--- src/design/sbmq_pkg.sv ---
// Shared types and constants of the shared buffer multi queue.
// No dependencies.
`default_nettype none

package sbmq_pkg;

	localparam int NUM_SLOTS  = 16;
	localparam int NUM_QUEUES = 4;
	localparam int DATA_WIDTH = 32;

	localparam int QID_W  = 2;
	localparam int WORD_W = 32;
	localparam int PTR_W  = $clog2(NUM_SLOTS + 1);
	localparam int SLOT_W = $clog2(NUM_SLOTS);

	localparam logic [PTR_W-1:0]  NIL_PTR   = PTR_W'(NUM_SLOTS);
	localparam logic [WORD_W-1:0] WORD_ONES = '1;

	typedef enum logic {
		MODE_ENQ = 1'b0,
		MODE_DEQ = 1'b1
	} op_mode_t;

	typedef enum logic [1:0] {
		ST_OK        = 2'd0,
		ST_OVERFLOW  = 2'd1,
		ST_UNDERFLOW = 2'd2
	} status_t;

	typedef struct packed {
		logic [WORD_W-1:0] data_in;
		logic [QID_W-1:0]  queue_id;
		op_mode_t          mode;
	} sbmq_op_t;

	typedef struct packed {
		status_t           status;
		logic [WORD_W-1:0] data_out;
	} sbmq_res_t;

endpackage

`default_nettype wire

--- src/design/sbmq_list.sv ---
// Linked-list state of the shared buffer: free list, per-queue head and tail, slot storage.
// Depends on sbmq_pkg.
`default_nettype none

module sbmq_list (
	input  wire logic              clk,
	input  wire logic              arst_n,
	input  wire logic              op_en,
	input  wire sbmq_pkg::sbmq_op_t op,
	output sbmq_pkg::sbmq_res_t     res
);
	import sbmq_pkg::*;

	logic [PTR_W-1:0]      free_head_q;
	logic [PTR_W-1:0]      head_ptr_q [NUM_QUEUES];
	logic [PTR_W-1:0]      tail_ptr_q [NUM_QUEUES];
	logic [PTR_W-1:0]      link_ptr_q [NUM_SLOTS];
	logic [DATA_WIDTH-1:0] payload_q  [NUM_SLOTS];

	logic                  qid_ok;
	logic                  free_ok;
	logic                  hd_ok;
	logic                  tl_ok;
	logic [PTR_W-1:0]      hd;
	logic [PTR_W-1:0]      tl;
	logic [PTR_W-1:0]      slot;
	logic [PTR_W-1:0]      link_rd;
	logic [DATA_WIDTH-1:0] word_rd;
	logic                  enq_go;
	logic                  deq_go;

	always_comb begin
		qid_ok  = int'(op.queue_id) < NUM_QUEUES;
		hd      = qid_ok ? head_ptr_q[op.queue_id] : NIL_PTR;
		tl      = qid_ok ? tail_ptr_q[op.queue_id] : NIL_PTR;
		free_ok = free_head_q < NIL_PTR;
		hd_ok   = hd < NIL_PTR;
		tl_ok   = tl < NIL_PTR;
		enq_go  = (op.mode == MODE_ENQ) && qid_ok && free_ok;
		deq_go  = (op.mode == MODE_DEQ) && qid_ok && hd_ok;
		slot    = (op.mode == MODE_ENQ) ? free_head_q : hd;
		link_rd = link_ptr_q[slot[SLOT_W-1:0]];
		word_rd = payload_q[slot[SLOT_W-1:0]];
	end

	always_comb begin
		unique case (op.mode)
			MODE_ENQ: begin
				res.data_out = '0;
				res.status   = enq_go ? ST_OK : ST_OVERFLOW;
			end
			MODE_DEQ: begin
				res.data_out = deq_go ? WORD_W'(word_rd) : WORD_ONES;
				res.status   = deq_go ? ST_OK : ST_UNDERFLOW;
			end
			default: begin
				res.data_out = '0;
				res.status   = ST_OK;
			end
		endcase
	end

	always_ff @(posedge clk or negedge arst_n) begin
		if (!arst_n) begin
			free_head_q <= '0;
			for (int i = 0; i < NUM_QUEUES; i++) begin
				head_ptr_q[i] <= NIL_PTR;
				tail_ptr_q[i] <= NIL_PTR;
			end
			for (int i = 0; i < NUM_SLOTS; i++) begin
				link_ptr_q[i] <= PTR_W'(i + 1);
			end
		end else if (op_en && enq_go) begin
			free_head_q <= link_rd;
			if (!hd_ok) begin
				head_ptr_q[op.queue_id] <= slot;
			end else if (tl_ok) begin
				link_ptr_q[tl[SLOT_W-1:0]] <= slot;
			end
			link_ptr_q[slot[SLOT_W-1:0]] <= NIL_PTR;
			tail_ptr_q[op.queue_id]      <= slot;
		end else if (op_en && deq_go) begin
			head_ptr_q[op.queue_id]      <= link_rd;
			link_ptr_q[slot[SLOT_W-1:0]] <= free_head_q;
			free_head_q                  <= slot;
		end
	end

	always_ff @(posedge clk) begin
		if (op_en && enq_go) begin
			payload_q[slot[SLOT_W-1:0]] <= op.data_in[DATA_WIDTH-1:0];
		end
	end

endmodule

`default_nettype wire

--- src/design/shared_buffer_multi_queue.sv ---
// Shared buffer multi queue: several FIFO queues as linked lists in one slot buffer.
// Depends on sbmq_pkg and sbmq_list.
//
// Input channel s_*: one item is an enqueue (mode 0, word in s_tdata) or a
// dequeue (mode 1) addressed to queue queue_id. Output channel m_*: exactly
// one item per request: the dequeued word, or 0 for an enqueue, with a status
// of ok, overflow (no free slot) or underflow (empty queue, word all ones).
// An accepted item is loaded into the input register (op_s1); when the output
// may advance, the list update is done and the result register (res_q) is
// loaded, which drives m_tvalid. One item is taken every cycle while the
// result register is empty or m_tready is high; the bound is the combinational
// read of the free head or queue head link and the write back of the pointers,
// which the next item reads.
// Reset empties all queues and chains every slot into the free list; stored
// words are not cleared, no warm-up pass is needed.
// When m_tready is low the result holds; one more item may sit in the input
// register, then s_tready drops until the result is taken.
`default_nettype none

module shared_buffer_multi_queue (
	input  wire logic        clk,
	input  wire logic        arst_n,
	input  wire logic        s_tvalid,
	output logic             s_tready,
	input  wire logic [31:0] s_tdata,  // data_in[31:0]
	input  wire logic [2:0]  s_tuser,  // mode[0], queue_id[2:1]
	output logic             m_tvalid,
	input  wire logic        m_tready,
	output logic [31:0]      m_tdata,  // data_out[31:0]
	output logic [1:0]       m_tuser   // status[1:0]
);
	import sbmq_pkg::*;

	sbmq_op_t  op_s1;
	logic      op_valid_s1;
	sbmq_res_t res_q;
	logic      res_valid_q;
	sbmq_res_t res;
	logic      advance;

	assign advance  = !res_valid_q || m_tready;
	assign s_tready = !op_valid_s1 || advance;

	always_ff @(posedge clk or negedge arst_n) begin
		if (!arst_n) begin
			op_valid_s1 <= 1'b0;
			res_valid_q <= 1'b0;
		end else begin
			if (s_tready) begin
				op_valid_s1 <= s_tvalid;
			end
			if (advance) begin
				res_valid_q <= op_valid_s1;
			end
		end
	end

	always_ff @(posedge clk) begin
		if (s_tready && s_tvalid) begin
			op_s1.data_in  <= s_tdata;
			op_s1.queue_id <= s_tuser[2:1];
			op_s1.mode     <= op_mode_t'(s_tuser[0]);
		end
		if (advance && op_valid_s1) begin
			res_q <= res;
		end
	end

	sbmq_list u_list (
		.clk    (clk),
		.arst_n (arst_n),
		.op_en  (op_valid_s1 && advance),
		.op     (op_s1),
		.res    (res)
	);

	assign m_tvalid = res_valid_q;
	assign m_tdata  = res_q.data_out;
	assign m_tuser  = res_q.status;

endmodule

`default_nettype wire

--- config.mk ---
export PLATFORM = sky130hd
export DESIGN_NAME = shared_buffer_multi_queue
export DESIGN_NICKNAME = d
export VERILOG_FILES = /design/src/design/sbmq_pkg.sv /design/src/design/sbmq_list.sv /design/src/design/shared_buffer_multi_queue.sv
export SDC_FILE = /design/constraint.sdc
export NUM_CORES = 1
export LEC_CHECK = 0
export BUFFER_PORTS_ARGS = -buffer_cell sky130_fd_sc_hd__buf_2
export CORE_ASPECT_RATIO = 0.7
export CORE_MARGIN = 8
export CORE_UTILIZATION = 40
export CTS_CLUSTER_SIZE = 16
export DETAILED_ROUTE_END_ITERATION = 8
export SYNTH_ARGS = -nofsm -noshare
export SYNTH_HDL_FRONTEND = slang
export SYNTH_SLANG_ARGS = --single-unit
--- constraint.sdc ---
create_clock -name clk -period 11.9 [get_ports clk]
set_input_delay 1.785 -clock clk [delete_from_list [all_inputs] [get_ports clk]]
set_output_delay 1.785 -clock clk [all_outputs]
set_load 0.02 [all_outputs]
# After elaboration in Yosys (flattened, before gate mapping)
# Memories as Yosys holds them, arrays and structs flattened.
# Cells that the tools add are included.
[totals]
inputBits = 39
regBits = 196
mem_count = 1
output_inout_bits = 36
mem_bits_rw = 512
elab_cells = 102
[memory_table]
columns = ["memory", "words", "width", "rd", "rd_ports_with_merged_regs", "write_ports", "line_no", "rtl"]
rows = [
  ["u_list.payload_q", 16, 32, 1, 0, 1, "sbmq_list.sv:18", "logic [DATA_WIDTH-1:0] payload_q [NUM_SLOTS];"],
]
[classes]
bitwise_logic = 7
n_mux = 37
reduce_logical = 15
n_eq_ne = 1
order_cmp = 9
[op_table]
columns = ["op", "count"]
rows = [
  ["$mux 80", 5],
  ["$bwmux 80", 2],
  ["$pmux 34 s2", 1],
  ["$and 64x64->64", 1],
  ["$not 64->64", 1],
  ["$bwmux 20", 3],
  ["$mux 20", 3],
  ["$mux 5", 12],
  ["$demux 5 s4", 2],
  ["$mux 32", 1],
  ["$bmux 5 s2", 2],
  ["$bmux 5 s4", 1],
  ["$or 16x16->16", 1],
  ["$lt 5x5->1 const B", 3],
  ["$demux 5 s2", 1],
  ["$ge 5x5->1 const B", 2],
  ["$lt 5x1->1 const B", 2],
  ["$not 4->5", 2],
  ["$logic_and 1x1->1", 9],
  ["$ge 3x3->1 const B", 1],
  ["$lt 3x1->1 const B", 1],
  ["$mux 1", 3],
  ["$not 2->3", 1],
  ["$logic_not 1->1", 2],
  ["6 further kinds", 7],
]

# Longest topological paths before layout
# Gate-level depths: netlist of the first run.
[logic_depth]
ltp_word = 15
ltp_mapped = 11
ltp_nobuf = 7

# Hierarchy
# A second synthesis of the first run with hierarchy kept.
[hier_totals]
cells_unflattened = 2046
hier_area_um2 = 29024.1
[by_module_without_submodules]
columns = ["mod", "area_per_inst_um2", "cells_each", "seq_area_each_um2", "n_inst"]
rows = [
  ["sbmq_list", 26848.2, 1969, 18554.0, 1],
  ["shared_buffer_multi_queue", 2175.8, 77, 2122.0, 1],
]

# Worst setup path after synthesis of the first run
# OpenSTA, ideal clock, no wires.
[synth_timing]
kind = "in2reg"
startpoint = "input port m_tready"
endpoint = "memory u_list.payload_q[12][0] (enable)"
setup_ns = 0.502
cell_stages = 6
required_ns = 11.398
n_path_buf = 3
setup_slack_ns = 5.635
t_arrival_ns = 5.763
cell_sequence = "nand2b_1 nand3_1 clkbuf_1 clkbuf_1 clkbuf_1 nor4_1"
[synth_via]
elab_chain_len = 5
[synth_rtl]
columns = ["item", "line_no", "rtl"]
rows = [
  ["start: declaration", "shared_buffer_multi_queue.sv:28", "input wire logic m_tready,"],
  ["$logic_or 1x1->1", "shared_buffer_multi_queue.sv:41", "assign advance = !res_valid_q || m_tready;"],
  ["$logic_and 1x1->1", "shared_buffer_multi_queue.sv:72", ".op_en (op_valid_s1 && advance),"],
  ["$logic_and 1x1->1", "sbmq_list.sv:90", "if (op_en && enq_go) begin"],
  ["$mux 1", "sbmq_list.sv:90", ""],
  ["$mux 1 (not written as such)", "sbmq_list.sv:91", "payload_q[slot[SLOT_W-1:0]] <= op.data_in[DATA_WIDTH-1:0];"],
  ["end: declaration", "sbmq_list.sv:18", ""],
]
# Every way passes these cells.

# Final worst setup path of the first run
[layout_timing]
startpoint = "register op_s1[1] in the netlist's numbering"
endpoint = "register u_list.head_ptr_q[15] in the netlist's numbering"
[layout_via]
elab_chain_len = 12
elab_cells_between_ends = 25
cone_classes = "3 x order compare; 1 x eq/ne; 14 x mux; 2 x bitwise; 5 x reduce/logical"
[layout_rtl]
columns = ["item", "line_no", "rtl"]
rows = [
  ["start: declaration", "shared_buffer_multi_queue.sv:34", "sbmq_op_t op_s1;"],
  ["$not 2->3 (not written as such) (*)", "sbmq_list.sv:34, sbmq_list.sv:76, sbmq_list.sv:83", ""],
  ["$bmux 5 s2", "sbmq_list.sv:34", "hd = qid_ok ? head_ptr_q[op.queue_id] : NIL_PTR;"],
  ["$mux 5 (not written as such) (2 in series)", "sbmq_list.sv:34", ""],
  ["$mux 5", "sbmq_list.sv:41", "slot = (op.mode == MODE_ENQ) ? free_head_q : hd;"],
  ["$not 4->5 (not written as such)", "sbmq_list.sv:42", "link_rd = link_ptr_q[slot[SLOT_W-1:0]];"],
  ["$bmux 5 s4", "sbmq_list.sv:42", ""],
  ["$mux 5 (not written as such) (2 in series)", "sbmq_list.sv:42", ""],
  ["$bwmux 20", "sbmq_list.sv:83", "head_ptr_q[op.queue_id] <= link_rd;"],
  ["$mux 20", "sbmq_list.sv:82", "end else if (op_en && deq_go) begin"],
  ["$mux 20", "sbmq_list.sv:73", "end else if (op_en && enq_go) begin"],
  ["end signal: indexed assignment", "sbmq_list.sv:76", "head_ptr_q[op.queue_id] <= slot;"],
  ["end signal: indexed assignment", "sbmq_list.sv:83", ""],
  ["end: declaration", "sbmq_list.sv:15", "logic [PTR_W-1:0] head_ptr_q [NUM_QUEUES];"],
]
# Mark *: on every way between the ends. The rest lies on a longest branch, timed or not. The select of a mux whose other input is x is not followed.
# A chain may end at the register's enable or synchronous reset.

==> impl_summary.txt, run 1 <==
----------------------------------------------------
[Die]
  Initial cell density of the core ... 0.4036
  Overall die area ... 81030 um^2
  Standard-cell row count ... 82
  Placeable core area ... 71410 um^2
  Top-level port count ... 75
  Die boundary height ... 240.6 um
  Overall die width ... 336.8 um

[Clock network]
  Clock buffers created by TritonCTS ... 69
  H-tree Lvls ... 3
  Clock latency on the worst-skew pair ... 0.62 ns
  Worst-case clock buffer depth ... 3
  Cell chosen for the clock root ... sky130_fd_sc_hd__clkbuf_16
  Number of gates resized after cts ... 0
  Post-CTS setup-driven buffer insertion count ... 0
  Clock tree from TritonCTS ... built
  Hold-fix buffers at CTS ... 0
  Clock slew at the register clock pins of the worst setup and hold paths ... 0.06 ns
  Clock tree sinks ... 708

[Logic synthesis]
  Cells after Synth ... 2080
  Proportion of synthesized flip-flops having asynchronous set or reset ... 0.1794
  Cell area after technology mapping ... 28820 um^2
  Number of synthesized register bits ... 708
  Proportion of netlist area held by the largest area contributor ... 0.6054
  Number of distinct library cells after synthesis ... 60
  Ys flop type ... sky130_fd_sc_hd__edfxtp_1
  Top area cells in the synthesized netlist ... sky130_fd_sc_hd__edfxtp_1 61%, sky130_fd_sc_hd__dfrtp_1 7.5%, sky130_fd_sc_hd__nand2_1 5.9%, sky130_fd_sc_hd__mux4_2 5.5%, sky130_fd_sc_hd__dfstp_2 3.7%
  Cell type with the largest total area after synthesis ... sky130_fd_sc_hd__edfxtp_1
  Synthesized area per cell ... 13.85 um^2
  Syn. warnings ... 0
  Number of enable flip-flop cells after synthesis ... 581
  Share of the yosys chip area belonging to registers ... 0.7175
  Number of nets produced by synthesis ... 2119

[Worst setup path]
  Nature of the critical path startpoint ... flip-flop
  Critical path required time ... 12.45 ns
  Arrival time worst endpoint ... 5.56 ns
  Cell family with most CP delay ... buffers and inverters
  Cell with the largest stage delay on the worst path ... sky130_fd_sc_hd__edfxtp_1
  Slowest stage delay, CP ... 0.89 ns
  Crit path capture type ... flip-flop
  Peak fanout along the critical path ... 55
  Crit-path cells ... nand2_1 -> o221ai_4 -> buf_4 -> buf_4 -> nand2_1 -> and3_1 -> o21a_1 -> nor4b_2 -> a221o_1
  Buffers and inverters on the worst path ... 2
  Category of the critical setup timing path ... reg2reg

[Power and ir drop]
  VDD IR max ... 0.0001433 V
  Power density over the cells ... 229.0 nW/um^2
  Power after layout ... 0.007420 W
  P_leak ... 11.17 nW

[Finish]
  Area overhead of the layout relative to synthesis ... 12.45%
  Layout filler cell count ... 6277
  Ant. Diodes ... 0
  Multi-input logic area ... 7680 um^2
  Storage cell area ... 20680 um^2
  Share of post-route cells with drive strength above 1 ... 0.1685
  Number of nets in the layout ... 2167

[Detailed routing]
  Number of nets with antenna violations after detailed routing ... 0
  Vias post-DR ... 18360
  Average wire length per cell after detail routing ... 24.18 um
  Final routed DRC violation total ... 0
  Average via count per standard cell ... 5.840
  First-pass iteration count of the detailed router ... 7
  Total Routed Length ... 76040 um
  Detailed router's first-iteration violation count ... 2323

[STA]
  Number of hold-slack violations in the final timing report ... 0
  Pins over their slew limit ... 0
  Setup TNS ... 0 ns
  Setup repair after global routing missed its margin ... false
  Count of final setup violators ... 0
  Post-route clock period utilization ... 0.4211
  Slew at the pin closest to its max-slew limit ... 1.147 ns
  Headroom to the max-slew limit ... 0.2275
  Setup skew after layout ... 0.02152 ns
  Minimum clock period ... 5.011 ns
  Fmax achieved ... 199.5 MHz

[Run status]
  Outcome ... complete, no violations

[Global route]
  Number of antenna violations at the first check in global routing ... 2
  Via count of the first global-routing pass ... 17700
  Total GRT Usage ... 0.1855
  Pin count of the biggest net entering global routing ... 76
  Congestion Overflow GR ... 0
  First-pass GRT wire length ... 113600 um

[Place]
  Last weighted congestion value of the routability-driven placer ... 0.8655
  Count of buffers inserted at the top-level ports ... 74
  Post-detailed-placement half-perimeter wirelength ... 40530 um

[Hold path]
  Class of the most critical hold timing path ... reg2reg

[Flow run]
  Maximum capacitance violations ... 0

----------------------------------------------------
[cell usage after synthesis, drive strengths merged (2+ instances only)]
| master | count |
|---|---|
| a21oi | 109 |
| o21a | 3 |
| o31ai | 5 |
| mux2 | 3 |
| o22a | 2 |
| nand4b | 2 |
| nand2 | 453 |
| or4 | 7 |
| a211oi | 7 |
| nor2b | 4 |
| nor4 | 6 |
| clkbuf | 80 |
| a31oi | 44 |
| a311oi | 33 |
| nand3 | 85 |
| dfstp | 41 |
| mux2i | 4 |
| nor2 | 49 |
| or2 | 3 |
| nand2b | 11 |
| mux4 | 70 |
| nor3b | 3 |
| o211ai | 4 |
| buf | 60 |
| and3 | 40 |
| inv | 5 |
| a22o | 11 |
| nor3 | 55 |
| edfxtp | 581 |
| nand3b | 4 |
| o21ai | 124 |
| a221o | 4 |
| or3 | 18 |
| and2 | 13 |
| o221ai | 9 |
| a221oi | 32 |
| dfrtp | 86 |
[path summary, 6_finish.rpt]
path                                       start               endpoint  slack [ns]  cells after the start
hold / removal             u_list.link_ptr_q[32]  u_list.link_ptr_q[32]        0.48                      2
max in group asynchronous                 arst_n  u_list.link_ptr_q[36]        9.26                      2
setup / recovery                        op_s1[1]  u_list.head_ptr_q[15]        6.89                      9
hold reg to reg            u_list.link_ptr_q[32]  u_list.link_ptr_q[32]        0.48                      2
min in group asynchronous                 arst_n  u_list.tail_ptr_q[12]        1.29                      1
setup reg to reg                        op_s1[1]  u_list.head_ptr_q[15]        6.89                      9
[metrics by stage]
step / setup slack, ns / hold WS, ns / utilization / instance area [um^2] / cells
after floorplan: 5.635 / 0.4415 / - / 28820 / 2080
after global placement: 7.019 / 0.4578 / 0.4240 / 30280 / 3023
after detailed placement: 6.884 / 0.4653 / 0.4240 / 30280 / 3023
after CTS: 6.901 / 0.4788 / 0.4538 / 32400 / 3144
after global routing: 6.556 / 0.4984 / 0.4538 / 32400 / 3144
final: 6.889 / 0.4773 / 0.4538 / 32400 / 3144
[worst min-delay path: cells and delay by family (launching register included)]
| kind | cells | cell delay (ns) |
|---|---|---|
| compound gates | 1 | 0.06 |
| simple gates | 1 | 0.04 |
| flops | 1 | 0.34 |
[state kept, by name, indices dropped and copies added, names as in the netlist]
| register | count |
|---|---|
| op_valid_s1 | 1 |
| u_list.payload_q | 512 |
| m_tuser | 2 |
| m_tvalid | 1 |
| u_list.head_ptr_q | 20 |
| u_list.link_ptr_q | 80 |
| m_tdata | 32 |
| u_list.tail_ptr_q | 20 |
| op_s1 | 35 |
| u_list.free_head_q | 5 |
[metal layers]
layer	track usage	vias up	wire, um
met5	0	-	13
met4	0.04667	2	1380
met3	0.04644	110	7814
met2	0.2741	922	33030
met1	0.2742	9354	33790
li1	-	7973	-
[cells by family after synthesis]
| kind of cell | after synthesis | share of synthesized area |
|---|---|---|
| compound gates | 394 | 0.08558 |
| buf+inv | 145 | 0.02175 |
| flops | 708 | 0.7175 |
| mux | 77 | 0.05727 |
| simple gates | 756 | 0.1179 |
[report_power, final]
part	leakage (nW)	internal, W	switching (W)	total [W]
registers	6.75	0.00306	0.000196	0.00325
clock network	1.02	0.00118	0.000921	0.00211
logic	3.39	0.000672	0.00139	0.00206
[layout by cell type (no fill, tap or decap), drive strengths merged, types with 33 or more instances in the layout]
cell type and n:
a21oi 109, nand2 453, a31oi 44, nor2 49
and3 40, buf 117, o21ai 124, edfxtp 581
a311oi 33, clkbuf 89, nand3 85, dfrtp 86
dfstp 41, nor3 55, mux4 70
[layout make-up]
cell class                 instances  share of cell area
tap                              966             0.03730
clock inverter                    32            0.008688
multi-input combinational       1227              0.2370
timing repair buffer             117             0.02147
clock buffer                      89             0.05691
sequential                       708              0.6381
inverter                           5           0.0005792
Note: power is estimated with default switching activity, not from simulation.
==> run 2: changes to the inputs <==
ABC_AREA = 1   (was not set)
clock period = 4.3 ns   (was 11.9 ns; I/O delays follow)
==> run 2 against run 1 <==
  * Critical endpoint is now u_list.payload_q[9][7]
  * Synthesized cell count is 49% higher
  * Highest routed layer is now met4
  * Utilization is 0.16 points higher
  * Wire length is 14% higher
  * Non-clock buffer count is 21 higher
  * Cell count is 35% higher
  * Flip-flop and latch count stayed put
==> impl_summary.txt, run 2 <==
----------------------------------------------------
[Worst setup path]
  Category of the critical setup timing path ... reg2reg
  Crit-path cells ... or2_2 -> nand2_8 -> nor2_4 -> buf_12 -> nand2_1 -> nor2_4 -> buf_4
  Critical path required time ... 4.53 ns
  Nature of the critical path startpoint ... flip-flop
  Arrival time worst endpoint ... 3.82 ns
  Cell occurring most often along the worst timing path ... sky130_fd_sc_hd__nor2_4
  Slowest stage delay, CP ... 0.72 ns
  Peak fanout along the critical path ... 60
  Crit path capture type ... flip-flop
  Cell with the largest stage delay on the worst path ... sky130_fd_sc_hd__or2_2

[Logic synthesis]
  Top-count cell post-synth ... sky130_fd_sc_hd__nand2_1
  Number of nets produced by synthesis ... 3143
  Top area cells in the synthesized netlist ... sky130_fd_sc_hd__edfxtp_1 57%, sky130_fd_sc_hd__nand2_1 17%, sky130_fd_sc_hd__dfrtp_1 7.0%, sky130_fd_sc_hd__dfstp_2 3.5%, sky130_fd_sc_hd__o21ai_0 2.9%
  Synthesized area per cell ... 9.903 um^2
  Most used standard cells in the synthesized netlist ... 1373 x sky130_fd_sc_hd__nand2_1, 581 x sky130_fd_sc_hd__edfxtp_1, 179 x sky130_fd_sc_hd__o21ai_0
  Number of synthesized register bits ... 708
  Proportion of netlist area held by the largest area contributor ... 0.5676
  Number of enable flip-flop cells after synthesis ... 581
  Cells after Synth ... 3104
  Cell type with the largest total area after synthesis ... sky130_fd_sc_hd__edfxtp_1
  Syn. warnings ... 0
  Ys flop type ... sky130_fd_sc_hd__edfxtp_1
  Cell area after technology mapping ... 30740 um^2
  Number of distinct library cells after synthesis ... 34
  Proportion of synthesized flip-flops having asynchronous set or reset ... 0.1794
  Share of the yosys chip area belonging to registers ... 0.6726

[Clock network]
  Clock tree sinks ... 708
  Cell chosen for the clock root ... sky130_fd_sc_hd__clkbuf_16
  Post-CTS setup-driven buffer insertion count ... 0
  Number of gates resized after cts ... 0
  H-tree Lvls ... 3
  Clock slew at the register clock pins of the worst setup and hold paths ... 0.06 ns
  Hold-fix buffers at CTS ... 0
  Clock latency on the worst-skew pair ... 0.63 ns
  Clock tree from TritonCTS ... built
  Clock buffers created by TritonCTS ... 72
  Worst-case clock buffer depth ... 3

[Detailed routing]
  Vias post-DR ... 22010
  Average via count per standard cell ... 5.201
  Final routed DRC violation total ... 0
  Total Routed Length ... 86990 um
  Average wire length per cell after detail routing ... 20.56 um
  First-pass iteration count of the detailed router ... 6
  Number of nets with antenna violations after detailed routing ... 0
  Detailed router's first-iteration violation count ... 2339

[STA]
  Setup skew after layout ... 0.03830 ns
  Number of hold-slack violations in the final timing report ... 0
  Count of final setup violators ... 0
  Fmax achieved ... 278.1 MHz
  Minimum clock period ... 3.595 ns
  Headroom to the max-slew limit ... 0.2060
  Pins over their slew limit ... 0
  Slew at the pin closest to its max-slew limit ... 1.190 ns
  Post-route clock period utilization ... 0.8361
  Setup repair after global routing missed its margin ... false

[Power and ir drop]
  P_leak ... 14.31 nW
  Power density over the cells ... 630.5 nW/um^2
  VDD IR max ... 0.0004663 V
  Power after layout ... 0.02196 W

[Die]
  Overall die width ... 347.3 um
  Initial cell density of the core ... 0.4020
  Placeable core area ... 76470 um^2
  Top-level port count ... 75
  Standard-cell row count ... 85
  Die boundary height ... 247.9 um
  Overall die area ... 86120 um^2

[Finish]
  Layout filler cell count ... 7097
  Ant. Diodes ... 0
  Number of nets in the layout ... 3214
  Share of post-route cells with drive strength above 1 ... 0.1105
  Max reg flops ... 512
  Area overhead of the layout relative to synthesis ... 13.29%
  Final std cells w/o fill ... 4231
  Final std cell area, no fill ... 34820 um^2
  Most common cell after layout, fill and taps aside ... sky130_fd_sc_hd__nand2_1
  Storage cell area ... 20680 um^2
  Commonest non-fill, non-tap cells in the layout ... 1371 x sky130_fd_sc_hd__nand2_1, 581 x sky130_fd_sc_hd__edfxtp_1, 179 x sky130_fd_sc_hd__o21ai_0, 159 x sky130_fd_sc_hd__nor2_1, 149 x sky130_fd_sc_hd__inv_1
  Multi-input logic area ... 8979 um^2

[Global route]
  Via count of the first global-routing pass ... 20710
  Congestion Overflow GR ... 0
  Pin count of the biggest net entering global routing ... 134
  Total GRT Usage ... 0.1991
  First-pass GRT wire length ... 131700 um
  Number of antenna violations at the first check in global routing ... 2

[Place]
  DP Cell Count ... 4101
  Last weighted congestion value of the routability-driven placer ... 0.9081
  Count of buffers inserted at the top-level ports ... 74
  Post-detailed-placement half-perimeter wirelength ... 49220 um
  Cell area after placement ... 32460 um^2

[Hold path]
  Class of the most critical hold timing path ... in2reg

[Flow run]
  Maximum capacitance violations ... 0

[Run status]
  Outcome ... complete, no violations

----------------------------------------------------
## run 2: worst paths after layout
| check | start | to | slack, ns | depth (start not counted) |
|---|---|---|---|---|
| max in group asynchronous | arst_n | u_list.link_ptr_q[66] | 3.16 | 2 |
| min reg2reg | u_list.tail_ptr_q[9] | u_list.tail_ptr_q[9] | 0.45 | 2 |
| min | s_tdata[19] | op_s1[22] | 0.20 | 1 |
| max reg2reg | op_s1[0] | u_list.payload_q[9][7] | 0.70 | 7 |
| max | op_s1[0] | u_list.payload_q[9][7] | 0.70 | 7 |
| min in group asynchronous | arst_n | u_list.link_ptr_q[19] | 0.22 | 1 |
## run 2: cell families (layout without fill, tap and decap cells)
| group | after synthesis | in the layout | synth area share |
|---|---|---|---|
| AO/OA/AOI/OAI | 378 | 378 | 0.06635 |
| AND/OR/NAND/NOR | 1719 | 1719 | 0.2198 |
| buffers and inverters | 299 | 426 | 0.04127 |
| flip-flops | 708 | 708 | 0.6726 |
## run 2: power by group
group	internal (W)	leakage, nW	total (W)	switching, W
logic	0.00181	6.42	0.00677	0.00496
registers	0.00842	6.72	0.00883	0.000414
clock network	0.00369	1.16	0.00635	0.00266
total	0.0139	14.3	0.0220	0.00803
## run 2: cell type report
cell class              instances  share of cell area
flip-flops and latches        708              0.5937
multi-input cells            2097              0.2578
clock buffers                  93             0.05702
well taps                    1000             0.03593
repair buffers                138             0.02774
inverters                     158             0.01703
clock inverters                37             0.01074
## run 2: critical path: cells and delay by family (launching register included)
family	cells	cell delay [ns]
DFF	1	0.56
buffers and inverters	2	0.93
and+or+nand+nor	5	1.65
## run 2: stage by stage
| stage | setup slack [ns] | hold slack [ns] | util | TNS (ns) |
|---|---|---|---|---|
| after floorplan | -0.01484 | 0.3494 | - | -4.732 |
| after global placement | 0.8286 | 0.4360 | 0.4246 | 0 |
| after detailed placement | 0.7702 | 0.4459 | 0.4246 | 0 |
| after CTS | 0.7642 | 0.1615 | 0.4554 | 0 |
| after global routing | 0.5689 | 0.1657 | 0.4554 | 0 |
| final | 0.7046 | 0.1968 | 0.4554 | 0 |
## run 2: routing by layer
layer / wire (um) / track usage / vias up
met5: 0 / 0 / -
met2: 36560 / 0.2889 / 869
met4: 1698 / 0.04957 / 0
met3: 7138 / 0.04070 / 130
met1: 41590 / 0.3029 / 10580
li1: - / - / 10420
==> run 3: changes to the inputs <==
clock period = 3.1 ns   (was 4.3 ns; I/O delays follow)
==> run 3 against run 2 <==
  * Largest power group unchanged
  * Clock-buffer cell count shrank 4
  * Setup slack lost 0.62 ns
  * Fmax grew 19%
  * Total power grew 41%
  * Flip-flop and latch count is the same
  * Clock power grew 36%
  * Die area is the same
  * Critical path depth grew 1
  * Combinational power grew 49%
  * Largest cell class unchanged
  * Non-clock buffer count grew 75
  * Sequential share of layout area shrank 1.6 points
  * Design area grew 2.8%
==> impl_summary.txt, run 3 (synthesis gave the netlist of run 2 again) <==
----------------------------------------------------
[Power and ir drop]
  Total net switching power ... 0.01147 W
  Portion of total power attributed to sequential cells ... 0.396
  Internal power consumption ... 0.01953 W
  Sw Ratio ... 0.3701
  Power density over the cells ... 865.6 nW/um^2
  Share of total power in the clock network ... 0.279
  Power after layout ... 0.03100 W
  Part of the power in combinational logic ... 0.325
  P_leak ... 14.69 nW
  VDD IR max ... 0.0006585 V

[Global route]
  Pin count of the biggest net entering global routing ... 82
  Number of antenna violations at the first check in global routing ... 0
  Congestion Overflow GR ... 0
  Via count of the first global-routing pass ... 21070
  Total GRT Usage ... 0.2044
  First-pass GRT wire length ... 134200 um

[STA]
  Minimum clock period ... 3.020 ns
  Headroom to the max-slew limit ... 0.2603
  Post-route clock period utilization ... 0.9741
  Fmax achieved ... 331.2 MHz
  Pins over their slew limit ... 0
  Setup skew after layout ... 0.02956 ns
  Count of final setup violators ... 0
  Setup repair after global routing missed its margin ... true
  Slew at the pin closest to its max-slew limit ... 1.108 ns
  Number of hold-slack violations in the final timing report ... 0
  Min Hold Slack ... 0.03611 ns

[Worst setup path]
  Peak fanout along the critical path ... 15
  Category of the critical setup timing path ... reg2reg
  Arrival time worst endpoint ... 3.32 ns
  FF-to-FF setup slack ... 0.08 ns
  Crit path capture type ... flip-flop
  Nature of the critical path startpoint ... flip-flop
  Critical path required time ... 3.40 ns

[Die]
  Overall die width ... 347.3 um
  Placeable core area ... 76470 um^2
  Top-level port count ... 75
  Overall die area ... 86120 um^2
  Die boundary height ... 247.9 um
  Initial cell density of the core ... 0.4020
  Standard-cell row count ... 85

[Finish]
  Max reg flops ... 512
  Ant. Diodes ... 0
  Number of nets in the layout ... 3288
  Area overhead of the layout relative to synthesis ... 16.51%
  Most common cell after layout, fill and taps aside ... sky130_fd_sc_hd__nand2_1
  Share of post-route cells with drive strength above 1 ... 0.1218
  End-of-flow core utilization ... 0.4683
  Final std cells w/o fill ... 4300
  Commonest non-fill, non-tap cells in the layout ... 1370 x sky130_fd_sc_hd__nand2_1, 581 x sky130_fd_sc_hd__edfxtp_1, 178 x sky130_fd_sc_hd__o21ai_0, 157 x sky130_fd_sc_hd__nor2_1, 149 x sky130_fd_sc_hd__inv_1
  Layout filler cell count ... 7098

[Detailed routing]
  Met3 wire length ... 8798 um
  DR WL met2 ... 38040 um
  Highest signal layer in the routed design ... met4
  Average via count per standard cell ... 5.226
  Final routed DRC violation total ... 0
  First-pass iteration count of the detailed router ... 5
  Average wire length per cell after detail routing ... 21.14 um
  Detailed router's first-iteration violation count ... 2417
  Total Routed Length ... 90880 um
  Vias post-DR ... 22470
  WL met1 ... 42430 um
  Number of nets with antenna violations after detailed routing ... 0

[Clock network]
  Clock latency on the worst-skew pair ... 0.64 ns
  Clock buffers created by TritonCTS ... 70
  H-tree Lvls ... 3
  Clock slew at the register clock pins of the worst setup and hold paths ... 0.06 ns
  Clock tree sinks ... 708
  Clock tree from TritonCTS ... built
  Worst-case clock buffer depth ... 3
  Cell chosen for the clock root ... sky130_fd_sc_hd__clkbuf_16

[Place]
  DP Cell Count ... 4142
  Last weighted congestion value of the routability-driven placer ... 0.9031
  Count of buffers inserted at the top-level ports ... 74
  Post-detailed-placement half-perimeter wirelength ... 51980 um

[Run status]
  Outcome ... complete, no violations

[Hold path]
  Class of the most critical hold timing path ... in2reg

[Flow run]
  Maximum capacitance violations ... 0

----------------------------------------------------
[run 3: cell count changes in the layout (fill, tap and decap cells not counted), moves of 2 or more]
cell and delta:
sky130_fd_sc_hd__nor2_1 -2, sky130_fd_sc_hd__buf_16 +5, sky130_fd_sc_hd__clkinvlp_4 +6, sky130_fd_sc_hd__buf_6 +6
sky130_fd_sc_hd__clkbuf_1 +2, sky130_fd_sc_hd__clkinv_1 -5, sky130_fd_sc_hd__nor2_2 +3, sky130_fd_sc_hd__buf_12 +19
sky130_fd_sc_hd__dlygate4sd3_1 +30, sky130_fd_sc_hd__buf_4 +11, sky130_fd_sc_hd__inv_6 +4, sky130_fd_sc_hd__clkinv_2 -7
sky130_fd_sc_hd__clkbuf_8 -2
[run 3: cell type report]
| class | instances | area (um^2) | area share |
|---|---|---|---|
| well taps | 1000 | 1251 | 0.03494 |
| clock inverters | 34 | 406.6 | 0.01135 |
| multi-input cells | 2098 | 8992 | 0.2511 |
| inverters | 158 | 596.8 | 0.01666 |
| flip-flops and latches | 708 | 20680 | 0.5773 |
| repair buffers | 213 | 2024 | 0.05653 |
| clock buffers | 89 | 1866 | 0.05209 |
[run 3: power by group through the flow]
stage	logic, W	clock network (W)	registers (W)
6_report	0.0101	0.00865	0.0123
5_1_grt	0.0111	0.00914	0.0124
4_1_cts	0.00967	0.00881	0.0123
3_5_place_dp	0.00960	0	0.0124
3_3_place_gp	0.00957	0	0.0124
2_1_floorplan	0.00606	0	0.0124
[run 3: routing by layer]
metal / track usage / up-vias
met2: 0.2925 / 949
met3: 0.05005 / 126
li1: - / 10580
met1: 0.3116 / 10810
met4: 0.04484 / 0
met5: 0 / -
[run 3: per-stage QoR]
| step | setup slack (ns) | TNS [ns] | area (um^2) |
|---|---|---|---|
| floorplan | 0.08733 | 0 | 30870 |
| global placement | 0.01676 | 0 | 33070 |
| detailed placement | -0.03638 | -0.8571 | 33070 |
| CTS | 0.0005529 | 0 | 35640 |
| global route | -0.05351 | -0.5686 | 35810 |
| finish | 0.08041 | 0 | 35810 |
[run 3: path summary, 6_finish.rpt]
kind                                       startpoint  cells after the start                       to
worst min-delay path                      s_tdata[24]                      1                op_s1[27]
worst min register to register  u_list.tail_ptr_q[14]                      2    u_list.tail_ptr_q[14]
worst max register to register               op_s1[0]                      8  u_list.payload_q[8][20]
min in group asynchronous                      arst_n                      2    u_list.link_ptr_q[59]
max in group asynchronous                      arst_n                      3    u_list.link_ptr_q[36]
worst max-delay path                         op_s1[0]                      8  u_list.payload_q[8][20]
[run 3: critical path: stages, from the launching register on]
cell and delay [ns]:
sky130_fd_sc_hd__edfxtp_1 0.52, sky130_fd_sc_hd__inv_1 0.30, sky130_fd_sc_hd__buf_4 0.37, sky130_fd_sc_hd__o21ai_2 0.14, sky130_fd_sc_hd__buf_12 0.18, sky130_fd_sc_hd__nor2_4 0.34
sky130_fd_sc_hd__nand2_1 0.30, sky130_fd_sc_hd__nor2_4 0.21, sky130_fd_sc_hd__buf_4 0.28
[run 3: what timing repair did]
| action | in CTS | in global routing |
|---|---|---|
| cloned | 0 | 4 |
| hold endpoints to repair | 49 | 1 |
| setup endpoints to repair | 36 | 119 |
| gates resized for setup | 3 | 14 |
| buffers inserted | 0 | 1 |
| pin swaps | 0 | 1 |
| hold buffers | 29 | 1 |
